**src/rtl/gce_pkg.sv**
```systemverilog
// shared constants, command codes and controller/datapath interface types
`timescale 1ns / 1ps
`default_nettype none

package gce_pkg;

	// storage default and fixed field widths
	localparam int DEF_MAX_VERTICES = 64;
	localparam int VERTEX_W         = 6;
	localparam int CFG_W            = 7;
	localparam int VALUE_W          = 7;
	localparam int CMD_W            = 3;
	localparam int IN_TDATA_W       = 16;
	localparam int OUT_TDATA_W      = 8;

	localparam logic [CFG_W-1:0] VERTEX_COUNT_RST = 7'd64;

	// command codes
	typedef logic [CMD_W-1:0] cmd_t;
	localparam cmd_t CMD_ADD   = 3'd0;
	localparam cmd_t CMD_DEL   = 3'd1;
	localparam cmd_t CMD_CYCLE = 3'd2;
	localparam cmd_t CMD_COMP  = 3'd3;
	localparam cmd_t CMD_REACH = 3'd4;

	// commands from the controller to the datapath
	typedef struct packed {
		logic accept;
		logic rd_a;
		logic wr_a;
		logic rd_b;
		logic wr_b;
		logic fetch;
		logic expand;
		logic finish;
	} gce_ctrl_t;

	// status from the datapath to the controller
	typedef struct packed {
		logic in_ignore;
		logic in_bad;
		logic in_edge;
		logic walk_more;
		logic out_free;
	} gce_stat_t;

endpackage

`default_nettype wire

```
**src/rtl/gce_ctrl.sv**
```systemverilog
// command sequencer for edge updates and graph walks
`timescale 1ns / 1ps
`default_nettype none

module gce_ctrl (
	input  logic                clk,
	input  logic                arst_n,
	input  logic                in_valid,
	input  gce_pkg::gce_stat_t  stat,
	output logic                in_ready,
	output gce_pkg::gce_ctrl_t  ctrl
);
	import gce_pkg::*;

	typedef enum logic [2:0] {
		ST_IDLE,
		ST_RD_A,
		ST_WR_A,
		ST_RD_B,
		ST_WR_B,
		ST_FETCH,
		ST_EXPAND,
		ST_DONE
	} state_t;

	state_t state_q;

	// new command taken only between commands
	assign in_ready = (state_q == ST_IDLE);

	// datapath commands per state
	always_comb begin
		ctrl        = '0;
		ctrl.accept = (state_q == ST_IDLE) && in_valid;
		ctrl.rd_a   = (state_q == ST_RD_A);
		ctrl.wr_a   = (state_q == ST_WR_A);
		ctrl.rd_b   = (state_q == ST_RD_B);
		ctrl.wr_b   = (state_q == ST_WR_B);
		ctrl.fetch  = (state_q == ST_FETCH) && stat.walk_more;
		ctrl.expand = (state_q == ST_EXPAND);
		ctrl.finish = (state_q == ST_DONE) && stat.out_free;
	end

	// state register
	always_ff @(posedge clk or negedge arst_n) begin
		if (!arst_n) begin
			state_q <= ST_IDLE;
		end else begin
			unique case (state_q)
				ST_IDLE: begin
					if (in_valid) begin
						if (stat.in_ignore) begin
							state_q <= ST_IDLE;
						end else if (stat.in_bad) begin
							state_q <= ST_DONE;
						end else if (stat.in_edge) begin
							state_q <= ST_RD_A;
						end else begin
							state_q <= ST_FETCH;
						end
					end
				end
				ST_RD_A:   state_q <= ST_WR_A;
				ST_WR_A:   state_q <= ST_RD_B;
				ST_RD_B:   state_q <= ST_WR_B;
				ST_WR_B:   state_q <= ST_IDLE;
				ST_FETCH: begin
					state_q <= stat.walk_more ? ST_EXPAND : ST_DONE;
				end
				ST_EXPAND: state_q <= ST_FETCH;
				ST_DONE: begin
					if (stat.out_free) begin
						state_q <= ST_IDLE;
					end
				end
				default:   state_q <= ST_IDLE;
			endcase
		end
	end

endmodule

`default_nettype wire

```
**config.mk**
```make
export PLATFORM = sky130hd
export DESIGN_NAME = gce_ctrl
export DESIGN_NICKNAME = d
export VERILOG_FILES = /design/src/rtl/gce_pkg.sv /design/src/rtl/gce_ctrl.sv
export SDC_FILE = /design/constraint.sdc
export NUM_CORES = 1
export LEC_CHECK = 0
export BUFFER_PORTS_ARGS = -buffer_cell sky130_fd_sc_hd__buf_2
export CORE_AREA = 8 8 45 47
export CTS_BUF_LIST = sky130_fd_sc_hd__clkbuf_4 sky130_fd_sc_hd__clkbuf_8
export DETAILED_ROUTE_END_ITERATION = 12
export DIE_AREA = 0 0 53 55
export GPL_TIMING_DRIVEN = 0
export SLEW_MARGIN = 5
export SYNTH_ARGS = -nofsm -noshare
export SYNTH_HDL_FRONTEND = slang
export SYNTH_SLANG_ARGS = --single-unit
```
**constraint.sdc**
```tcl
create_clock -name clk -period 1.3 [get_ports clk]
set_input_delay 0.195 -clock clk [delete_from_list [all_inputs] [get_ports clk]]
set_output_delay 0.195 -clock clk [all_outputs]
set_load 0.03 [all_outputs]
```
==> flow_results.org, run 1 <==
** Logic synthesis
- Post-Syn Instances :: 39
- Yosys mapped the design onto 22 distinct sky130hd cell types.
- Area share of the largest cell type after synthesis :: 0.231
- The most used flip-flop cell after synthesis is dfrtp_1.
- Yosys attributes the largest share of cell area to dfrtp_1 23%, buf_6 14%, nor3b_1 6.9%.
- YS warnings :: 0
- In this run the mean area of a mapped cell was 8.34 um^2.
- In this run the cell area of the synthesized design comes to 325 um^2.
- Post-Syn Nets :: 47
- Dominant cell type by area after synthesis :: dfrtp_1
- For this run, the register share of the synthesized area comes to 0.231.
- Number of synthesized flops with an enable pin :: 0
- Synth top cells by count :: 4 x buf_6, 4 x nand2_1
- After synthesis the netlist holds a flip-flop and latch count of 3.
- Share of flip-flops with an asynchronous set or reset :: 1.00

** Outcome
- The checks that failed: setup timing.
- Run status :: complete, but fails checks

** STA
- Maximum clock rate :: 0.703 GHz
- Once routing completed, OpenROAD measured the worst setup slack at -123 ps.
- Count of pins over their slew limit :: 0
- The clock arrives with 5.38 ps of skew.
- Setup repair after global routing could not meet its margin everywhere.
- Final setup violation count :: 9
- The worst pin sits at a relative slew slack of 0.867.
- At the pin with the least slew margin, the transition time is 198 ps.
- In the finished design, the share of the clock period the worst path needs comes to 1.09.
- Counting I/O delays and the setup requirement, the final critical path takes 1420 ps.
- Final hold violation count :: 0

** Placed design
- HPWL reported at the end of detailed placement :: 665 um
- At the end of routability-driven placement, the weighted congestion stood at 0.783.
- Count of input and output buffers :: 16
- Once placement completed, the tool counted placed cells totaling 71.

** Clocking
- CTS H-tree lvls :: 1
- After clock tree synthesis, the clock-pin slew on the worst setup and hold paths is 40 ps.
- Cell chosen for the clock root :: clkbuf_4
- TritonCTS built the clock tree.
- Max Buffers Root-to-Sink :: 2
- The clock reaches the later pin of the worst-skew pair after 240 ps.
- Clock buffer count from CTS :: 3
- Clock tree synthesis found a total of 3 sinks.

** Route
- Vias after detailed routing :: 391
- DRT iter0 DRCs :: 5
- Post-DR vias/cell :: 4.71
- Wire length reported by the detailed router :: 1030 um
- Routed len/inst :: 12.4 um
- After detailed routing, the number of remaining DRC violations is 0.
- The count of nets left with antenna violations once routing finished came out at 0.
- Before antenna repair, the detailed router went through 4 iterations.

** Critical path
- Critical Path Start Type :: flip-flop
- Together, buffers and inverters on the worst path number 2.
- The critical path is of the flip-flop to primary output type.
- The slowest stage of the critical path is the dfrtp_1 cell.
- Kind of capture point of the worst setup path :: primary output
- Crit path required time :: 1110 ps
- Grouping stages by cell kind, the critical path spends the most delay in simple AND/OR/NAND/NOR gates.
- Critical path data arrival time :: 1230 ps
- For flop-to-flop paths, the worst setup slack is 60 ps.
- Reg2reg start :: state_q[1]
- Worst Setup SP :: state_q[0]
- By instance count, the cell type seen most on the critical path is buf_6.
- Walking the worst path, the cells encountered are buf_6 -> nor3_4 -> and2_4 -> buf_6.
- Of all nets on the critical path, the largest fanout is 7.
- On the worst path, the slowest cell contributes a delay of 360 ps.

** Global routing
- The first global-routing pass estimated 1730 um of wire.
- Entering global routing, the biggest net connects 11 pins.
- The via count of the first global-routing pass is 401.
- Antenna violations before repair :: 0
- Across every metal layer, demand over resource in global routing totals 0.0783.
- Overall overflow remaining after global route :: 0

** Flow run
- Across the run, the number of max-cap violations was 0.

** Pwr
- Largest vdd supply drop :: 1360 uV
- Design Power :: 1.88 mW
- The analysis attributes to cell leakage a power of 0.299 nW.
- Total power divided by cell area :: 2810 nW/um^2

** Finish
- In the final design database the tool counted 76 nets.
- Relative to the synthesized area, the layout overhead comes to 105%.
- Ant diodes :: 0
- In the final layout, the registers with the most flip-flops are state_q: 3 flops.
- Of the cells placed in the final design, the portion with a size suffix greater than 1 is 0.731.
- Once layout is complete, the utilization of the core stands at 0.483.
- The register with the most flip-flops in the layout has 3 of them.
- The register with the most flip-flops in the final layout is state_q.
- Filler-free cell count of the finished design :: 83

** Floorplanning
- The core region is 1380 um^2.
- Initial Utilization :: 0.235
- Row generation in the floorplan step produced 14 rows.
- Die footprint :: 2920 um^2
- The floorplan step set the die width to 53 um.
- Floorplan die height :: 55 um
- Top Ports :: 17

** Hold path
- The min-delay analysis places its worst path in the category primary input to async pin.
==> logic make-up (layout without fill, tap and decap cells) <==
family                    count (synthesis)  in the layout  share of synthesized area
buffers and inverters                     7             35                      0.185
xor gates and xnor gates                  1              1                     0.0269
and+or+nand+nor                          19             19                      0.373
DFF                                       3              3                      0.231
AOI/OAI and AO/OA                         9              9                      0.185
==> final cells by class <==
| cell class | count | area [um^2] |
|---|---|---|
| Buffer | 5 | 63.8 |
| Sequential cell | 3 | 75.1 |
| Multi-Input combinational cell | 29 | 280 |
| Timing Repair Buffer | 24 | 189 |
| Fill cell | 123 | 716 |
| Tap cell | 16 | 20.0 |
| Clock buffer | 4 | 30.0 |
| Inverter | 2 | 10.0 |
==> stage by stage <==
stage                     hold slack (ps)  setup WS (ps)  area [um^2]  setup TNS [ps]
after CTS                             266           -129          591            -750
after floorplan                      -101           -205          342            -546
final                                 279           -123          668            -749
after global routing                  284           -154          668           -1130
after detailed placement            -6.16           55.5          442               0
after global placement              -9.41           61.6          442               0
==> report_power, final <==
part | switching (mW) | internal, mW
sequential | 0.0196 | 0.145
combinational | 0.810 | 0.714
clock | 0.0525 | 0.136
total | 0.882 | 0.995
==> metal layers <==
layer  vias to the layer above  GRT usage  routed length [um]
li1                        193          -                   -
met1                       184     0.0948                 410
met2                        14      0.117                 535
met3                         0     0.0321                  83
met4                         0     0.0388                   0
met5                         -          0                   0
==> worst paths after layout <==
path | end | depth (start not counted)
min reg2reg | state_q[1] | 2
max reg2reg | state_q[2] | 5
max | ctrl[7] | 4
min | state_q[2] | 2
min in group clk | state_q[1] | 4
max in group asynchronous | state_q[1] | 2
==> cells in the final DEF, fill, tap and decap left out, types with 2 or more instances in the layout <==
cell | netlist | routed
a21oi_1 | 3 | 3
buf_2 | 0 | 8
buf_4 | 1 | 8
buf_6 | 4 | 10
buf_8 | 0 | 2
clkbuf_4 | 0 | 4
dfrtp_1 | 3 | 3
nand2_1 | 4 | 2
nor2_4 | 0 | 2
nor3_4 | 0 | 2
o22ai_1 | 2 | 2
==> worst register-to-register path: stages (launching register included) <==
cell and delay (ps):
dfrtp_1 360, buf_6 140, buf_4 150, nor4_4 250
o22ai_1 110, a21oi_1 150
==> repair_timing <==
item / CTS / global route
hold buffers: 1 / 0
setup buffers: 5 / 2
setup endpoints to repair: 9 / 11
resized for setup: 21 / 14
pin swaps: 7 / 3
endpoints found under the hold margin: 3 / 0
Note: power is estimated with default switching activity, not from simulation.
==> inputs of run 2 (changes only) <==
SKIP_LAST_GASP = 1   (was unset)
==> flow_results.org, run 2 (synthesized netlist as in run 1, its figures left out) <==
** Finish
- The number of inserted diodes was 0 (unchanged).
- Fraction of layout instances using a drive strength above 1 :: 0.731 (unchanged)
- The non-filler instance count after layout came to 83 (unchanged).
- The signed area change from the synthesized netlist to the final layout came to 104% (was 105%).
- Number of flip-flops in the largest register :: 3 (unchanged)
- Commonest cells after routing, fill and taps aside: 9 x buf_6, 9 x buf_4, 8 x buf_2 (was 10 x buf_6, 8 x buf_2, 8 x buf_4).
- The number of fillers in the final layout is 125 (was 123).
- Top flop regs :: state_q: 3 flops (unchanged)
- Final-stage net count :: 76 (unchanged)
- Register containing the most flip-flops in the final layout :: state_q (unchanged)

** Floorplanning
- Initial Utilization :: 0.235 (unchanged)
- Die footprint :: 2920 um^2 (unchanged)
- Row count :: 14 (unchanged)
- The top-level port count came to 17 (unchanged).
- Floorplan die height :: 55 um (unchanged)
- Core Footprint :: 1380 um^2 (unchanged)
- Die X-Extent :: 53 um (unchanged)

** Critical path
- The largest delay contributor family on the critical path was simple AND/OR/NAND/NOR gates (unchanged).
- The largest fanout on the critical path was 7 (unchanged).
- Cell-by-cell listing of the critical path: buf_6 -> nor3_4 -> and2_4 -> buf_6 (unchanged).
- The cell with the largest stage delay on the worst path is dfrtp_1 (unchanged).
- The nature of the critical path startpoint was a flip-flop (unchanged).
- Setup CP Type :: flip-flop to primary output (unchanged)
- Crit path required time :: 1110 ps (about the same)
- Critical path data arrival time :: 1220 ps (was 1230 ps)
- The count of buffering cells on the critical path with inverters included is 2 (unchanged).
- Kind of capture point of the worst setup path :: primary output (unchanged)
- The most common cell type on the critical path is buf_6 (unchanged).
- Crit-path max cell delay :: 360 ps (about the same)

** Placed design
- The number of port buffers is 16 (unchanged).
- The cell count after placement is 71 (unchanged).
- GP Congestion :: 0.783 (unchanged)
- Pre-CTS WS :: 55.5 ps (unchanged)
- The half-perimeter wire length after placement came to 665 um (unchanged).

** Route
- The total via count in the routed design was 388 (was 391).
- Post-DR vias/cell :: 4.67 (was 4.71)
- The DRC marker count from the first detailed-route iteration was 5 (unchanged).
- The number of iterations in the first detailed-routing pass is 4 (unchanged).
- Wire length reported by the detailed router :: 1020 um (was 1030 um)
- The number of nets with antenna violations after routing is 0 (unchanged).
- The number of remaining DRC errors is 0 (unchanged).
- The per-cell routed wire length is 12.3 um (was 12.4 um).

** Pwr
- The peak supply drop is 1330 uV (was 1360 uV).
- The reported leakage power is 0.298 nW (was 0.299 nW).
- The power density relative to cell area is 2800 nW/um^2 (was 2810 nW/um^2).

** Clocking
- The maximum clock insertion buffer count came to 2 (unchanged).
- Cell chosen for the clock root :: clkbuf_4 (unchanged)
- Clock latency of the later-clocked register in the worst-skew pair :: 240 ps (about the same)
- Total number of clock tree sinks :: 3 (unchanged)
- Clock-pin transition on the worst setup and hold timing paths :: 40 ps (about the same)
- Clock tree from TritonCTS :: built (unchanged)
- CTS H-tree lvls :: 1 (unchanged)
- The number of clock buffers inserted by TritonCTS was 3 (unchanged).

** STA
- The worst-margin pin slew came to 198 ps (about the same).
- Post-route clock skew :: 4.62 ps (was 5.38 ps)
- Count of pins over their slew limit :: 0 (unchanged)
- The share of the clock period used by the worst path after layout came to 1.09 (about the same).
- Final worst path period need :: 1420 ps (about the same)
- The final count of hold timing violations came to 0 (unchanged).
- Final Worst Setup Slack :: -119 ps (was -123 ps)
- The highest achievable clock rate was 0.705 GHz (was 0.703 GHz).
- Final setup violation count :: 9 (unchanged)
- Unrepaired setup endpoints after global routing: true (unchanged).
- The setup TNS is -742 ps (was -749 ps).
- The relative max-transition margin is 0.867 (about the same).

** Global routing
- The largest net degree at the start of global routing came to 11 (unchanged).
- The initial antenna violation count is 0 (unchanged).
- GRT Total Usage :: 0.0778 (was 0.0783)
- The overflow left after global routing is 0 (unchanged).
- Wire length of the first global-routing pass :: 1730 um (about the same)
- The via count of the first global-routing pass is 398 (was 401).

** Hold path
- Worst hold path class :: primary input to async pin (unchanged)

** Outcome
- Run status :: complete, but fails checks (unchanged)
- Violations in the final reports: setup timing (unchanged).

** Flow run
- The number of maximum-capacitance violations came to 0 (unchanged).
==> run 2: final cells by class <==
| cell class | count | area, um^2 | area share |
|---|---|---|---|
| plain buffers | 5 | 63.8 | 0.0960 |
| clock buffers | 4 | 30.0 | 0.0452 |
| inverters | 2 | 10.0 | 0.0151 |
| multi-input cells | 29 | 280 | 0.422 |
| flip-flops and latches | 3 | 75.1 | 0.113 |
| well taps | 16 | 20.0 | 0.0301 |
| repair buffers | 24 | 185 | 0.279 |
==> run 2: what timing repair did <==
| action | 4_1_cts | 5_1_grt |
|---|---|---|
| pin swaps | 6 | 4 |
| setup endpoints to repair | 9 | 11 |
| setup buffers | 5 | 2 |
| endpoints found under the hold margin | 3 | 0 |
| hold buffers | 1 | 0 |
| resized for setup | 21 | 13 |
==> run 2: metal layers <==
layer	vias up	wire, um	GRT usage
li1	193	-	-
met1	185	399	0.0933
met2	10	544	0.117
met3	0	74	0.0321
met4	0	0	0.0388
met5	-	0	0
==> run 2: per-stage QoR <==
stage | total power, mW | cell area [um^2] | hold slack (ps) | utilization
after detailed placement | 1.19 | 442 | -6.16 | 0.319
after floorplan | 0.987 | 342 | -101 | -
after global routing | 1.98 | 664 | 284 | 0.480
after CTS | 1.67 | 591 | 266 | 0.427
final | 1.86 | 664 | 279 | 0.480
after global placement | 1.18 | 442 | -9.41 | 0.319
==> run 2: final timing paths <==
kind                       slack [ps]    endpoint  cells past startpoint        from
setup / recovery                 -120     ctrl[7]                      4  state_q[0]
hold / removal                    280  state_q[2]                      2      arst_n
setup reg to reg                   50  state_q[2]                      5  state_q[1]
hold reg to reg                   660  state_q[1]                      2  state_q[2]
max in group asynchronous         910  state_q[1]                      2      arst_n
min in group clk                  280  state_q[1]                      4     stat[0]
==> run 2: power breakdown <==
| group | switching [mW] | total (mW) | internal (mW) |
|---|---|---|---|
| Combinational | 0.804 | 1.51 | 0.707 |
| Sequential | 0.0196 | 0.164 | 0.145 |
| Clock | 0.0517 | 0.188 | 0.136 |
==> inputs of run 3 (changes only) <==
clock period = 1.39 ns   (was 1.3 ns; I/O delays follow)
==> flow_results.org, run 3 (synthesized netlist as in run 1, its figures left out) <==
** Clocking
- The cell at the root of the clock tree is clkbuf_4 (unchanged).
- The number of sinks handled by clock tree synthesis is 3 (unchanged).
- The clock-pin slew on the worst setup and hold paths was 40 ps (about the same).
- Clock tree from TritonCTS :: built (unchanged)
- Clock buffer count from CTS :: 3 (unchanged)
- The H-tree depth reported by CTS came to 1 (unchanged).
- Clock latency of the later-clocked register in the worst-skew pair :: 230 ps (was 240 ps)
- The maximum clock insertion buffer count came to 2 (unchanged).

** Critical path
- The endpoint of the worst-slack reg-to-reg timing path is state_q[2] (unchanged).
- Maximum fanout count along the critical path :: 7 (unchanged)
- The critical setup path kind is flip-flop to primary output (unchanged).
- The data required time at the worst endpoint was 1180 ps (was 1110 ps).
- The minimum setup slack among reg-to-reg paths was 130 ps (was 50 ps).
- The beginning of the worst register-to-register path is state_q[1] (unchanged).
- Worst-case reg-to-reg path depth :: 5 (unchanged)
- Critical Path Start Type :: flip-flop (unchanged)
- The capturing element type of the critical path is a primary output (unchanged).
- Critical path data arrival time :: 1230 ps (was 1220 ps)

** Finish
- The signed area change from the synthesized netlist to the final layout is 86.5% (was 104%).
- Commonest cells after routing, fill and taps aside :: 11 x buf_4, 8 x buf_2, 7 x buf_6 (was 9 x buf_6, 9 x buf_4, 8 x buf_2)
- Register containing the most flip-flops in the final layout :: state_q (unchanged)
- The area used by sequential logic in the layout is 75.1 um^2 (unchanged).
- Fraction of layout instances using a drive strength above 1 :: 0.667 (was 0.731)
- Top flop regs: state_q: 3 flops (unchanged).
- The number of flip-flops under the largest register name came to 3 (unchanged).
- The combined area of the multi-input logic cells was 245 um^2 (was 280 um^2).
- The number of inserted diodes came to 0 (unchanged).
- The net count reported at finish came to 75 (was 76).
- Filler-free cell count of the finished design :: 82 (was 83)
- The number of fillers in the final layout is 139 (was 125).
- Leaving out fill and tap cells, the most frequent cell in the layout is buf_4.

** STA
- Unrepaired setup endpoints after global routing: true (unchanged).
- TNS Setup :: -139 ps (was -742 ps)
- The count of final setup violators is 6 (was 9).
- Final Worst Setup Slack :: -45.9 ps (was -119 ps)
- Final period utilization :: 1.03
- Final worst path period need :: 1440 ps
- The max-slew violation count came to 0 (unchanged).
- Least-Margin Pin Slew :: 236 ps (was 198 ps)
- Static timing analysis puts the maximum clock frequency at 0.696 GHz.
- The final count of hold timing violations is 0 (unchanged).
- Max transition margin :: 0.842 (was 0.867)
- Post-route clock skew :: 1.89 ps (was 4.62 ps)

** Floorplanning
- The row count is 14 (unchanged).
- The die width is 53 um (unchanged).
- The floorplan core area is 1380 um^2 (unchanged).
- Top Ports :: 17 (unchanged)
- Floorplan die height :: 55 um (unchanged)
- The initial cell density of the core came to 0.235 (unchanged).
- The die footprint is 2920 um^2 (unchanged).

** Global routing
- Maximum number of pins on one net before global-route repair :: 11 (unchanged)
- The wire length of the first global-routing pass is 1680 um (was 1730 um).
- The initial antenna violation count is 0 (unchanged).
- GRT Total Usage :: 0.0756 (was 0.0778)
- Number of global-route vias before repair :: 399 (was 398)
- The overflow left after global routing is 0 (unchanged).

** Route
- Antenna viol nets, final :: 0 (unchanged)
- The total detailed-routing wirelength is 1010 um (was 1020 um).
- The number of iterations in the first detailed-routing pass came to 2 (was 4).
- The per-cell routed wire length was 12.3 um (about the same).
- The total via count in the routed design came to 378 (was 388).
- DRT iter0 DRCs :: 2 (was 5)
- DRC violations left :: 0 (unchanged)
- Post-DR vias/cell :: 4.61 (was 4.67)

** Placed design
- Placed cells :: 71 (unchanged)
- Pre-CTS WS :: 132 ps (was 55.5 ps)
- Count of input and output buffers :: 16 (unchanged)
- The final weighted congestion in routability-driven placement was 0.783 (unchanged).
- HPWL reported at the end of detailed placement :: 665 um (unchanged)

** Flow run
- # Max-Cap Violations :: 0 (unchanged)

** Pwr
- Largest vdd supply drop :: 1110 uV (was 1330 uV)
- Total leakage power :: 0.283 nW (was 0.298 nW)
- Design Power :: 1.62 mW (was 1.86 mW)
- Total power divided by cell area :: 2670 nW/um^2 (was 2800 nW/um^2)

** Hold path
- Worst hold path class :: primary input to async pin (unchanged)

** Outcome
- Run status: complete, but fails checks (unchanged).
- Violations in the final reports: setup timing (unchanged).
run 3: what timing repair did:
item / CTS / global route
setup endpoints to repair: 9 / 9
pin swaps: 4 / 1
gates resized for setup: 15 / 9
gates cloned: 0 / 0
buffers inserted: 3 / 3
endpoints found under the hold margin: 3 / 0
hold buffers: 1 / 0
run 3: critical path, stage by stage, from the launching register on:
cell	delay [ps]
dfrtp_1	360
buf_6	140
nor3_4	210
and2_4	170
buf_6	120
run 3: worst max-delay path by stage:
stage / from / to
2_1_floorplan: state_q[1] / ctrl[2]
3_3_place_gp: state_q[2] / ctrl[7]
3_5_place_dp: state_q[2] / ctrl[7]
4_1_cts: state_q[0] / ctrl[7]
5_1_grt: state_q[0] / ctrl[5]
6_report: state_q[0] / ctrl[7]
run 3: power by group:
part | total, mW | switching, mW | internal, mW | leakage [nW]
combinational | 1.29 | 0.693 | 0.598 | 0.229
clock | 0.175 | 0.0479 | 0.127 | 0.0184
sequential | 0.154 | 0.0183 | 0.135 | 0.0360
run 3: metal layers:
metal  GRT usage  up-vias  share of wire
li1            -      192              -
met5           0        -              0
met4      0.0388        0          0.013
met3      0.0294        2          0.070
met2       0.111       12           0.49
met1      0.0933      172           0.43
run 3: cell type report:
class / count / share of cell area
multi-input combinational: 29 / 0.404
clock buffer: 4 / 0.0495
timing repair buffer: 23 / 0.274
buffer: 5 / 0.0990
inverter: 2 / 0.0165
sequential: 3 / 0.124
tap: 16 / 0.0330
run 3: metrics by stage:
stage	hold slack (ps)	utilization	instance area [um^2]
after floorplan	-87.1	-	342
after global placement	4.09	0.319	442
after detailed placement	7.34	0.319	442
after CTS	280	0.401	554
after global routing	298	0.439	607
final	293	0.439	607
